[src/hw/rtl/rme_pkg.sv]
// Package for the rotation matrix to Z-Y-X Euler angle block.
// Holds widths, cell payload types, the arctangent table and the helper functions.
// Depends on nothing.
`default_nettype none
package rme_pkg;

	localparam int ANGLE_BITS    = 16;
	localparam int CORDIC_STAGES = 16;

	// Operand width of the CORDIC datapath: 32-bit operands plus gain growth and sign.
	localparam int CW = 36;

	typedef logic [ANGLE_BITS-1:0] ang_t;
	typedef logic signed [CW-1:0]  opd_t;

	typedef struct packed {
		logic signed [15:0] r11;
		logic signed [15:0] r21;
		logic signed [15:0] r31;
		logic signed [15:0] r32;
		logic signed [15:0] r33;
	} pose_t;

	// Word handed from one square root cell to the next.
	typedef struct packed {
		logic [63:0] rem;
		logic [31:0] root;
		pose_t       pose;
	} sqrt_t;

	// Word handed from one CORDIC cell to the next.
	typedef struct packed {
		opd_t x;
		opd_t y;
		ang_t z;
		logic fix;
	} cor_t;

	localparam ang_t QUARTER = ang_t'(1) << (ANGLE_BITS - 2);
	localparam ang_t HALF    = ang_t'(1) << (ANGLE_BITS - 1);

	localparam int TAB_SH   = 32 - ANGLE_BITS;
	localparam int TAB_SHM1 = (TAB_SH > 0) ? TAB_SH - 1 : 0;
	localparam int OUT_DN   = (ANGLE_BITS > 16) ? ANGLE_BITS - 17 : 0;
	localparam int OUT_UP   = (ANGLE_BITS < 16) ? 16 - ANGLE_BITS : 0;

	// atan(2^-i) in units of 2^32 per turn.
	function automatic logic [31:0] atan_turn32(input logic [4:0] i);
		logic [31:0] t;
		case (i)
			5'd0:  t = 32'h20000000;
			5'd1:  t = 32'h12E4051E;
			5'd2:  t = 32'h09FB385B;
			5'd3:  t = 32'h051111D4;
			5'd4:  t = 32'h028B0D43;
			5'd5:  t = 32'h0145D7E1;
			5'd6:  t = 32'h00A2F61E;
			5'd7:  t = 32'h00517C55;
			5'd8:  t = 32'h0028BE53;
			5'd9:  t = 32'h00145F2F;
			5'd10: t = 32'h000A2F98;
			5'd11: t = 32'h000517CC;
			5'd12: t = 32'h00028BE6;
			5'd13: t = 32'h000145F3;
			5'd14: t = 32'h0000A2FA;
			5'd15: t = 32'h0000517D;
			5'd16: t = 32'h000028BE;
			5'd17: t = 32'h0000145F;
			5'd18: t = 32'h00000A30;
			5'd19: t = 32'h00000518;
			5'd20: t = 32'h0000028C;
			5'd21: t = 32'h00000146;
			5'd22: t = 32'h000000A3;
			5'd23: t = 32'h00000051;
			5'd24: t = 32'h00000029;
			5'd25: t = 32'h00000014;
			5'd26: t = 32'h0000000A;
			5'd27: t = 32'h00000005;
			5'd28: t = 32'h00000003;
			5'd29: t = 32'h00000001;
			5'd30: t = 32'h00000001;
			default: t = 32'h00000000;
		endcase
		return t;
	endfunction

	// Table entry rounded to the accumulator width.
	function automatic ang_t atan_entry(input logic [4:0] i);
		logic [32:0] u;
		u = ({1'b0, atan_turn32(i)} >> TAB_SHM1) + 33'd1;
		if (TAB_SH == 0) begin
			return ang_t'(atan_turn32(i));
		end
		return ang_t'(u >> 1);
	endfunction

	// Special cases and the quarter turn for the left half plane.
	function automatic cor_t cor_prep(input opd_t y, input opd_t x);
		cor_t c;
		c.x   = x;
		c.y   = y;
		c.z   = '0;
		c.fix = 1'b0;
		if (y == '0) begin
			c.fix = 1'b1;
			c.z   = x[CW-1] ? HALF : '0;
		end else if (x == '0) begin
			c.fix = 1'b1;
			c.z   = y[CW-1] ? ang_t'(-QUARTER) : QUARTER;
		end else if (x[CW-1]) begin
			if (!y[CW-1]) begin
				c.x = y;
				c.y = -x;
				c.z = QUARTER;
			end else begin
				c.x = -y;
				c.y = x;
				c.z = ang_t'(-QUARTER);
			end
		end
		return c;
	endfunction

	// Accumulator angle to a 16-bit binary angle.
	function automatic logic [15:0] to_bam16(input ang_t z);
		logic [ANGLE_BITS:0] u;
		u = ({1'b0, z} >> OUT_DN) + (ANGLE_BITS+1)'(1);
		if (ANGLE_BITS > 16) begin
			return 16'(u >> 1);
		end
		return 16'(z) << OUT_UP;
	endfunction

endpackage
`default_nettype wire

[src/hw/rtl/rme_sqrt_cell.sv]
// One cell of the pipelined integer square root: settles one root bit.
// Depends on rme_pkg.
`default_nettype none
module rme_sqrt_cell (
	input  wire logic          clk,
	input  wire logic          en,
	input  wire logic [4:0]    idx,
	input  wire rme_pkg::sqrt_t din,
	output rme_pkg::sqrt_t      dout
);
	import rme_pkg::*;

	logic [63:0] trial;

	// Try setting the root bit: (root + 2^k)^2 - root^2 = root*2^(k+1) + 2^(2k).
	assign trial = ({32'd0, din.root} << (idx + 6'd1)) + (64'd1 << {idx, 1'b0});

	always_ff @(posedge clk) begin
		if (en) begin
			dout.pose <= din.pose;
			if (din.rem >= trial) begin
				dout.rem  <= din.rem - trial;
				dout.root <= din.root | (32'd1 << idx);
			end else begin
				dout.rem  <= din.rem;
				dout.root <= din.root;
			end
		end
	end

endmodule
`default_nettype wire

[config.mk]
export PLATFORM = sky130hd
export DESIGN_NAME = rme_sqrt_cell
export DESIGN_NICKNAME = d
export VERILOG_FILES = /design/src/hw/rtl/rme_pkg.sv /design/src/hw/rtl/rme_sqrt_cell.sv
export SDC_FILE = /design/constraint.sdc
export NUM_CORES = 1
export LEC_CHECK = 0
export BUFFER_PORTS_ARGS = -buffer_cell sky130_fd_sc_hd__buf_2
export CORE_ASPECT_RATIO = 1.75
export CORE_MARGIN = 2
export CORE_UTILIZATION = 47
export DETAILED_ROUTE_END_ITERATION = 6
export PLACE_DENSITY = 0.71
export SYNTH_ARGS = -nofsm -noshare
export SYNTH_HDL_FRONTEND = slang
export SYNTH_SLANG_ARGS = --single-unit
[constraint.sdc]
create_clock -name clk -period 13.8 [get_ports clk]
set_input_delay 2.76 -clock clk [delete_from_list [all_inputs] [get_ports clk]]
set_output_delay 2.76 -clock clk [all_outputs]
set_load 0.1 [all_outputs]
* Word level (Yosys, flattened, before mapping)
Index checks and enable logic that the tools add are counted.
Storage, ports and cells: register bits 176, latch bits 0, memory bits (writable) 0, bits in read-only memories 0, input bits 183, output and inout port bits 176, logic and storage cells 16, memories kept 0
Cells by class: add/subtract/negate cells 3, multiply operators 0, divide/modulo/power cells 0, $lt $le $gt $ge 1, equal/unequal tests 0, shift operators 3, multiplexer cells 1, bitwise operators 1, reductions and logical operators 0
Operator list (number):
- $mux 96 | 1
- $add 64x64->64 | 1
- $ge 64x64->1 | 1
- $shl 1x6->64 const A | 1
- $shl 32x6->64 | 1
- $sub 64x64->64 | 1
- $or 32x32->32 | 1
- $shl 1x5->32 const A | 1
- $add 5x1->6 const B | 1

* Longest topological paths before layout
Gate-level depths: netlist of the first run.
depth after elaboration 5, gate-level depth with buffers 45, depth with buffers taken out 37

* Worst setup path before layout of the first run
OpenSTA, ideal clock, no wires.
kind input to register, from input port idx[0], to register dout[124] in the netlist's numbering, data pin, setup time 262 ps, arrival 10694 ps, data required time 13538 ps, path slack 2843 ps, cell stages on the path 42, path buffers 9, cell sequence buf_6 -> buf_6 -> inv_2 -> clkbuf_1 -> ha_1 -> buf_6 -> buf_6 -> buf_4 -> buf_2 -> clkbuf_1 -> nor2_1 -> o2bb2ai_1 -> nand3_1 -> nor2_1 -> ha_1 -> nand2_1 -> o41ai_1 -> a41oi_1 -> [... 6 more ...] -> o211a_1 -> o21ai_0 -> xnor2_1 -> ha_1 -> a21o_1 -> a21o_1 -> a21oi_1 -> o21ai_0 -> a2111oi_0 -> o21ai_0 -> nor3b_1 -> o21ai_1 -> o21a_1 -> o21a_1 -> o21ai_1 -> nand2_1 -> buf_2 -> mux2_1
On the way: word-level cells in the longest chain between the ends 5, elaborated cells between the ends (all ways) 7, those cells by class 3 x add/sub; 1 x order compare; 2 x shift; 1 x mux
RTL lines:
- from (decl) | RTL line rme_sqrt_cell.sv:7 | input wire logic [4:0] idx,
- $add 5x1->6 | RTL line rme_sqrt_cell.sv:16 | assign trial = ({32'd0, din.root} << (idx + 6'd1)) + (64'd1 << {idx, 1'b0});
- $shl 32x6->64 | RTL line rme_sqrt_cell.sv:16
- $add 64x64->64 * | RTL line rme_sqrt_cell.sv:16
- $sub 64x64->64 or $ge 64x64->1 (tied branches) | RTL line rme_sqrt_cell.sv:22, rme_sqrt_cell.sv:21
- $mux 96 * | RTL line rme_sqrt_cell.sv:21 | if (din.rem >= trial) begin
- to (decl) | RTL line rme_sqrt_cell.sv:9 | output rme_pkg::sqrt_t dout
Every way passes the cells marked *; elsewhere a longest branch is shown, timed or not. A chain may end at the register's enable or synchronous reset.

* Worst setup path in the final report of the first run
from input port idx[0], to register dout[130] in the netlist's numbering, data pin
The elaborated chain is that of the path after synthesis.

==> results of run 1 <==
cells in the mapped netlist (22+ instances only):
| cell | instances | share of area |
|---|---|---|
| a21o_1 | 90 | 0.043 |
| a21oi_1 | 133 | 0.043 |
| a31oi_1 | 22 | 0.0088 |
| and2_1 | 25 | 0.010 |
| clkbuf_1 | 46 | 0.011 |
| edfxtp_1 | 176 | 0.34 |
| ha_1 | 103 | 0.082 |
| inv_1 | 37 | 0.0089 |
| mux2_2 | 62 | 0.045 |
| mux2i_1 | 50 | 0.032 |
| nand2_1 | 155 | 0.037 |
| nand3_1 | 48 | 0.015 |
| nor2_1 | 132 | 0.032 |
| nor3_1 | 36 | 0.012 |
| o21ai_0 | 80 | 0.026 |
| xnor2_1 | 66 | 0.037 |
| xor2_1 | 46 | 0.026 |
layer usage:
layer	part of all wire	vias to the layer above	GRT usage	wire length (um)
li1	-	6965	-	-
met1	0.36	7003	0.334	19800
met2	0.50	722	0.545	27500
met3	0.062	191	0.0515	3400
met4	0.079	0	0.226	4340
met5	0	-	0	0
kinds of logic (layout without fill, tap and decap cells):
logic type | Yosys count | after routing | share of synthesized area
XOR/XNOR | 114 | 114 | 0.0656
AO/OA/AOI/OAI | 515 | 515 | 0.222
AND/OR/NAND/NOR | 509 | 509 | 0.156
adder cells (fa/ha/maj) | 104 | 104 | 0.0838
buffers and inverters | 113 | 453 | 0.0329
flip-flops | 176 | 176 | 0.338
multiplexers | 133 | 133 | 0.102
placed cells by master, fill, tap and decap left out, types with 50 or more instances in the layout:
master / n
a21o_1: 90
a21oi_1: 133
buf_2: 357
edfxtp_1: 176
ha_1: 101
mux2_2: 62
mux2i_1: 50
nand2_1: 154
nor2_1: 131
o21ai_0: 80
xnor2_1: 65
worst max path at each step:
stage	depth (start not counted)	slack, ns	end	from
2_1_floorplan	42	2.84	dout[124]$_DFFE_PP_	idx[0]
3_3_place_gp	36	1.58	dout[168]$_DFFE_PP_	idx[0]
3_5_place_dp	38	1.52	dout[168]$_DFFE_PP_	idx[0]
4_1_cts	38	2.00	dout[168]$_DFFE_PP_	idx[0]
5_1_grt	36	0.91	dout[166]$_DFFE_PP_	idx[0]
6_report	38	1.57	dout[130]$_DFFE_PP_	idx[0]
cell type report:
| cell class | instances | area (um2) | area share |
|---|---|---|---|
| sequential | 176 | 5290 | 0.287 |
| clock buffer | 17 | 425 | 0.0231 |
| timing repair buffer | 382 | 2020 | 0.110 |
| tap | 405 | 507 | 0.0275 |
| inverter | 39 | 146 | 0.00796 |
| clock inverter | 15 | 170 | 0.00925 |
| multi-input combinational | 1375 | 9840 | 0.535 |
stage by stage:
stage	power, mW	hold WS, ns	std cells
6_report	2.62	2.47	2409
3_5_place_dp	2.11	2.94	2377
3_3_place_gp	2.10	2.94	2377
2_1_floorplan	1.81	2.86	1664
5_1_grt	2.73	2.45	2409
4_1_cts	2.62	2.45	2409
critical path: cells and delay by family:
kind            cells  cell delay [ns]
simple gates       11             2.16
buf+inv             5             1.16
compound gates     15             3.62
fa+ha+maj           3             1.44
mux                 3             1.10
xor+xnor            1             0.11
report_power, final:
| part | internal (mW) | leakage (nW) | switching (mW) |
|---|---|---|---|
| Combinational | 0.376 | 5.88 | 1.04 |
| Sequential | 0.682 | 1.72 | 0.0168 |
| Clock | 0.243 | 0.286 | 0.256 |
==> impl_metrics.yaml, run 1 <==
place:
  postPlaceCellArea_um2: 17800
  pre_cts_ws_ns: 1.52
  io_buffers: 358
  gp_congestion: 1.00
  post-dp-hpwl_um: 44400
setup_path:
  slowest_stage: "o21ai_1"
  cp_slowest_stage_delay_ns: 0.94
  critPathMaxFanout: 34
  cp_common_cell: "nor2_1"
  end_kind: "flip-flop"
  critical_path_class: "input port to flip-flop"
  worstPathArrival_ns: 12.44
  critPathLaunchType: "input port"
  cp.required_ns: 14.01
global_route:
  grt_max_degree: 90
  grt_remaining_overflow: 0
  first_global_vias: 14600
  grt_usage: 0.311
  grt_antenna_before_repair: 0
  grt_pass1_wl_um: 82300
floorplan:
  start_util: 0.476
  pin_count: 359
  coreArea_um2: 32800
  die_height_um: 245
  dieArea_um2: 34800
  fp-row-count: 88
  die_x_um: 142
outcome:
  status: "complete, no violations"
yosys:
  syn_avg_cell_area_um2: 9.39
  synth_cells: 1664
  syn_area_um2: 15600
  yosys_warnings: 0
  seq_area_frac_synth: 0.338
  ys_ff_latch: 176
  syn-num-nets: 1951
  synth_flop_cell: "edfxtp_1"
  synth.distinct_cells: 96
  synth_edf_count: 176
  async_flop_share: 0
hold_path:
  whs_path_depth: 1
  hp-class: "input port to flip-flop"
  whs_endpoint: "dout[59]$_DFFE_PP_"
  min-delay-start: "din[59]"
clock_network:
  cts_tree: "built"
  clock-sinks: 176
  cts_buffer_depth: 2
  clkTransAtPathRegs_ns: 0.09
  cts_made_buffers: 17
  cts_resized: 0
  htreeDepth: 4
  holdBufCountCts: 0
  cts_setup_buffers: 0
  cts_root_buffer: "clkbuf_16"
sta:
  period_needed_ns: 12.23
  postLayoutSetupSlackWorst_ns: 1.57
  worst_pin_slew_ns: 1.22
  maxSlewHeadroom: 0.184
  slew_violations: 0
  fin_crit_sh: 0.886
  setup-violations-final: 0
  grt_setup_unrepaired: "false"
  hold_viol_final: 0
  max_freq_ghz: 0.0817
  fin_setup_tns_ns: 0
routing:
  routed_wirelength_um: 55000
  routedWlPerCell_um: 22.8
  ant_nets: 0
  drt_iter0_drc: 1121
  dr.pass1.iters: 5
  via_per_inst: 6.18
  num_vias: 14900
  drcViolationCount: 0
layout:
  diodes: 0
  drive_gt1_frac: 0.268
  area_growth_syn_to_layout_pct: 17.7
  largest_reg_flops: 176
  largest_registers: "dout (176)"
  fin_util: 0.561
  fin_nets: 2278
  largest_register: "dout"
  fillers: 3070
  design_area_um2: 18400
job:
  max_cap_violations: 0
power:
  p_leak_nw: 7.88
  cellPowerDensity_nw_per_um2: 142
  ir_drop_mv: 0.0975
(Power assumes the default switching activity.)
==> inputs of run 2 (changes only) <==
--- a/config.mk
+++ b/config.mk
@@ -5,12 +5,13 @@
 export SDC_FILE = /design/constraint.sdc
 export NUM_CORES = 1
 export LEC_CHECK = 0
+export ABC_AREA = 1
 export BUFFER_PORTS_ARGS = -buffer_cell sky130_fd_sc_hd__buf_2
 export CORE_ASPECT_RATIO = 1.75
 export CORE_MARGIN = 2
-export CORE_UTILIZATION = 47
+export CORE_UTILIZATION = 57
 export DETAILED_ROUTE_END_ITERATION = 6
-export PLACE_DENSITY = 0.71
+export PLACE_DENSITY = 0.82
 export SYNTH_ARGS = -nofsm -noshare
 export SYNTH_HDL_FRONTEND = slang
 export SYNTH_SLANG_ARGS = --single-unit
==> run 2 against run 1 <==
The flow now finishes with violations (capacitance limit, slew limit). Flip-flop and latch count unchanged. Critical endpoint is now dout[134]$_DFFE_PP_. Critical path depth fell by 3. Synthesized cell count grew 62%. Total power up 3.2%. Largest power group unchanged. Count of clock-buffer cells in the layout is the same. Via count is 40% higher. First-iteration DRC count is 110% higher. Sequential share of layout area down 3.2 points. Final cell count grew 43%. Hold slack improved by 0.00099 ns. Largest cell class unchanged. Die area down 4.8%. Clock power rose by 3%.
==> impl_metrics.yaml, run 2 <==
layout:
  area_growth_syn_to_layout_pct: 14.8
  mostFrequentLayoutCell: "nand2_1"
  largest_reg_flops: 176
  design_area_um2: 20700
  largest_register: "dout"
  final-seq-area_um2: 5290
  fin_nets: 3306
  fillers: 2842
  largest_registers: "dout (176)"
  fin_util: 0.660
  multi_input_comb_area_um2: 11000
  drive_gt1_frac: 0.175
  layout_common_cells: "829 x nand2_1, 357 x buf_2, 331 x inv_1"
  layout.cells.non_filler: 3433
floorplan:
  coreArea_um2: 31300
  die_height_um: 239
  dieArea_um2: 33100
  fp-row-count: 86
  start_util: 0.575
  pin_count: 359
  die_x_um: 138
yosys:
  synth.distinct_cells: 55
  synth_flop_cell: "edfxtp_1"
  synth_top_area_frac: 0.293
  ys_ff_latch: 176
  syn-num-nets: 2980
  syn_avg_cell_area_um2: 6.69
  ys_top_cells_by_area: "edfxtp_1 29%, nand2_1 17%, ha_1 7.2%"
  seq_area_frac_synth: 0.293
  async_flop_share: 0
  synth_cells: 2693
  yosys_warnings: 0
  syn_area_um2: 18000
  synth_most_common_cell: "nand2_1"
  synth_edf_count: 176
  synth.cells.most_frequent: "829 x nand2_1, 332 x inv_1, 240 x nor2_1"
  synth_top_cell_by_area: "edfxtp_1"
routing:
  ant_nets: 0
  drt_iter0_drc: 2402
  dr.pass1.iters: 7
  routedWlPerCell_um: 23.4
  via_per_inst: 6.08
  drcViolationCount: 0
  num_vias: 20900
  routed_wirelength_um: 80400
global_route:
  grt_pass1_wl_um: 116000
  grt_usage: 0.471
  grt_max_degree: 103
  first_global_vias: 20300
  grt_antenna_before_repair: 5
  grt_remaining_overflow: 0
sta:
  setup-violations-final: 0
  grt_setup_unrepaired: "false"
  maxSlewHeadroom: -0.0901
  max_freq_ghz: 0.0886
  fin_setup_tns_ns: 0
  fin_crit_sh: 0.818
  slew_violations: 7
  period_needed_ns: 11.28
  hold_viol_final: 0
  worst_pin_slew_ns: 1.62
power:
  cellPowerDensity_nw_per_um2: 131
  ir_drop_mv: 0.169
  power.switching_mw: 1.46
  p_seq_frac: 0.261
  total_power_mw: 2.70
  p_leak_nw: 9.87
  switching_share: 0.541
  p_comb_frac: 0.550
  pwr-share-clk: 0.189
  p_int_mw: 1.24
clock_network:
  cts_buffer_depth: 2
  cts_resized: 0
  htreeDepth: 4
  clock-sinks: 176
  cts_tree: "built"
  cts_setup_buffers: 0
  clkTransAtPathRegs_ns: 0.08
  cts_root_buffer: "clkbuf_16"
  cts_made_buffers: 17
  holdBufCountCts: 0
setup_path:
  worstPathArrival_ns: 11.47
  cp_slowest_stage_delay_ns: 1.33
  critical_path_class: "input port to flip-flop"
  end_kind: "flip-flop"
  critPathLaunchType: "input port"
  critPathMaxFanout: 102
  cp.required_ns: 13.99
  cp_common_cell: "nand2_1"
  slowest_stage: "o21ai_0"
place:
  gp_congestion: 1.27
  post-dp-hpwl_um: 64700
  io_buffers: 358
  dp.cells: 3395
  postPlaceCellArea_um2: 20100
outcome:
  status: "complete, but fails checks"
  failed_checks: "capacitance limit, slew limit"
job:
  max_cap_violations: 2
hold_path:
  hp-class: "input port to flip-flop"
run 2: layout make-up:
cell class | count | share of cell area
clock buffers | 17 | 0.0206
multi-input cells | 2096 | 0.533
well taps | 396 | 0.0240
repair buffers | 373 | 0.0930
flip-flops and latches | 176 | 0.256
diodes | 5 | 0.000605
inverters | 355 | 0.0653
clock inverters | 15 | 0.00805
run 2: layer usage:
layer / wire (um) / GRT usage / vias to the layer above / part of all wire
li1: - / - / 9574 / -
met1: 24300 / 0.424 / 9339 / 0.30
met2: 38100 / 0.815 / 1465 / 0.47
met3: 7430 / 0.124 / 489 / 0.092
met4: 10500 / 0.509 / 2 / 0.13
met5: 40 / 0.00902 / - / 0.00050
run 2: worst max-delay path, delay by kind of cell:
family | cells | cell delay (ns)
AO/OA/AOI/OAI | 9 | 3.06
multiplexers | 1 | 0.23
adder cells (fa/ha/maj) | 3 | 1.10
buffers and inverters | 10 | 2.08
AND/OR/NAND/NOR | 12 | 2.16
run 2: worst paths after layout:
kind | start | endpoint | slack, ns | depth (start not counted)
max | idx[0] | dout[134]$_DFFE_PP_ | 2.52 | 35
min | din[69] | dout[69]$_DFFE_PP_ | 2.47 | 1
run 2: stage by stage:
step           hold WS, ns  setup WS, ns
6_report              2.47          2.52
3_5_place_dp          2.94          2.88
4_1_cts               2.46          3.33
2_1_floorplan         2.86          5.71
3_3_place_gp          2.94          3.07
5_1_grt               2.46          2.21
run 2: power groups by stage:
stage / sequential [mW] / combinational, mW / clock [mW]
final: 0.705 / 1.48 / 0.512
after global routing: 0.709 / 1.55 / 0.526
after CTS: 0.705 / 1.44 / 0.505
after detailed placement: 0.715 / 1.43 / 0
after global placement: 0.712 / 1.42 / 0
after floorplan: 1.22 / 0.581 / 0
run 2: logic make-up (layout without fill, tap and decap cells):
logic type / after synthesis / count (layout) / synth area share
buf+inv: 421 / 760 / 0.0955
other cells: 0 / 5 / 0
mux: 15 / 15 / 0.00834
xor+xnor: 75 / 75 / 0.0379
compound gates: 400 / 400 / 0.125
flops: 176 / 176 / 0.293
fa+ha+maj: 104 / 104 / 0.0727
simple gates: 1502 / 1502 / 0.367
==> inputs of run 3 (changes only) <==
--- a/config.mk
+++ b/config.mk
@@ -9,9 +9,9 @@
 export BUFFER_PORTS_ARGS = -buffer_cell sky130_fd_sc_hd__buf_2
 export CORE_ASPECT_RATIO = 1.75
 export CORE_MARGIN = 2
-export CORE_UTILIZATION = 57
+export CORE_UTILIZATION = 52
 export DETAILED_ROUTE_END_ITERATION = 6
-export PLACE_DENSITY = 0.82
+export PLACE_DENSITY = 0.79
 export SYNTH_ARGS = -nofsm -noshare
 export SYNTH_HDL_FRONTEND = slang
 export SYNTH_SLANG_ARGS = --single-unit
==> constraint.sdc (replaced) <==
create_clock -name clk -period 10.3 [get_ports clk]
set_input_delay 2.06 -clock clk [delete_from_list [all_inputs] [get_ports clk]]
set_output_delay 2.06 -clock clk [all_outputs]
set_load 0.1 [all_outputs]
==> run 3 against run 2 <==
Highest routed layer unchanged. Sequential power rose by 34%. Via count rose by 0.39%. Critical path depth fell by 1. Setup slack got worse by 1.2 ns. Clock power rose by 39%. First-iteration DRC count fell by 14%. Largest cell class unchanged. The run now ends clean. Global-route usage fell by 1.3 points. Core utilization fell by 4.9 points. Flip-flop and latch count did not move. Combinational power rose by 36%.
==> impl_metrics.yaml, run 3 (synthesized netlist as in run 2, its figures left out) <==
sta:
  timing.hold.ws_ns: 1.75
  period_needed_ns: 8.98
  grt_setup_unrepaired: "false"
  postLayoutSetupSlackWorst_ns: 1.32
  max_freq_ghz: 0.111
  hold_viol_final: 0
  fin_setup_tns_ns: 0
  slew_violations: 0
  setup-violations-final: 0
  maxSlewHeadroom: 0.157
  worst_pin_slew_ns: 1.25
  fin_crit_sh: 0.872
routing:
  routedWlPerCell_um: 23.8
  drt_iter0_drc: 2069
  routed_wirelength_um: 83800
  dr_wl_met2_um: 39100
  ant_nets: 0
  via_per_inst: 5.96
  num_vias: 21000
  route.met3.wl_um: 7160
  dr.pass1.iters: 7
  topRoutingLayerUsed: "met5"
  wl_met1_um: 25200
  drcViolationCount: 0
setup_path:
  cp_common_cell: "nand2_1"
  end_kind: "flip-flop"
  critPathLaunchType: "input port"
  cp.required_ns: 10.57
  slowest_stage: "o21ai_0"
  cp_slowest_stage_delay_ns: 0.72
  worstPathArrival_ns: 9.25
  critical_path_class: "input port to flip-flop"
  critPathMaxFanout: 55
global_route:
  grt_usage: 0.458
  grt_max_degree: 102
  grt_remaining_overflow: 0
  grt_antenna_before_repair: 6
  grt_pass1_wl_um: 120000
  first_global_vias: 20800
clock_network:
  cts_root_buffer: "clkbuf_16"
  cts_buffer_depth: 2
  clkTransAtPathRegs_ns: 0.09
  holdBufCountCts: 0
  htreeDepth: 4
  clock-sinks: 176
  cts_tree: "built"
  cts_setup_buffers: 0
  cts_resized: 0
  cts_made_buffers: 17
layout:
  layout_common_cells: "829 x nand2_1, 357 x buf_2, 331 x inv_1"
  drive_gt1_frac: 0.183
  fin_nets: 3329
  largest_register: "dout"
  largest_reg_flops: 176
  largest_registers: "dout (176)"
  mostFrequentLayoutCell: "nand2_1"
  area_growth_syn_to_layout_pct: 16.6
floorplan:
  dieArea_um2: 36200
  start_util: 0.524
  die_x_um: 145
  pin_count: 359
  fp-row-count: 90
  coreArea_um2: 34300
  die_height_um: 250
place:
  gp_congestion: 1.15
  post-dp-hpwl_um: 68500
  io_buffers: 358
  pre_cts_ws_ns: 1.38
outcome:
  status: "complete, no violations"
power:
  p_leak_nw: 10.0
  total_power_mw: 3.67
  ir_drop_mv: 0.127
  cellPowerDensity_nw_per_um2: 175
hold_path:
  whs_path_depth: 1
  hp-class: "input port to flip-flop"
job:
  max_cap_violations: 0
run 3: metrics by stage:
stage / cells / utilization / area (um2)
2_1_floorplan: 2693 / - / 18000
3_3_place_gp: 3483 / 0.593 / 20400
3_5_place_dp: 3483 / 0.593 / 20400
4_1_cts: 3515 / 0.611 / 21000
5_1_grt: 3515 / 0.611 / 21000
6_report: 3517 / 0.611 / 21000
run 3: critical path: cells and delay by family:
family                   cells  cell delay, ns
buffers and inverters        9            1.53
multiplexers                 1            0.15
AO/OA/AOI/OAI                4            1.76
AND/OR/NAND/NOR             17            2.69
adder cells (fa/ha/maj)      3            1.02
run 3: layer usage:
| metal | vias to the layer above | global-route usage |
|---|---|---|
| met5 | - | 0 |
| met3 | 564 | 0.126 |
| li1 | 9621 | - |
| met1 | 9452 | 0.406 |
| met4 | 6 | 0.515 |
| met2 | 1307 | 0.768 |
run 3: where the power goes:
part           leakage [nW]  switching (mW)  internal (mW)
logic                  7.99            1.57          0.441
clock network         0.297           0.379          0.335
registers              1.72          0.0319          0.911
total                  10.0            1.98           1.69
run 3: path summary, 6_finish.rpt:
path                               to  slack (ns)    start
hold / removal     dout[23]$_DFFE_PP_        1.75  din[23]
setup / recovery  dout[126]$_DFFE_PP_        1.32   idx[0]
run 3: cell type report:
type,instances,area (um2)
repair buffers,396,2130
inverters,355,1350
flip-flops and latches,176,5290
fillers,3275,13400
diodes,2,5.00
well taps,460,576
multi-input cells,2096,11000
clock buffers,17,425
clock inverters,15,198
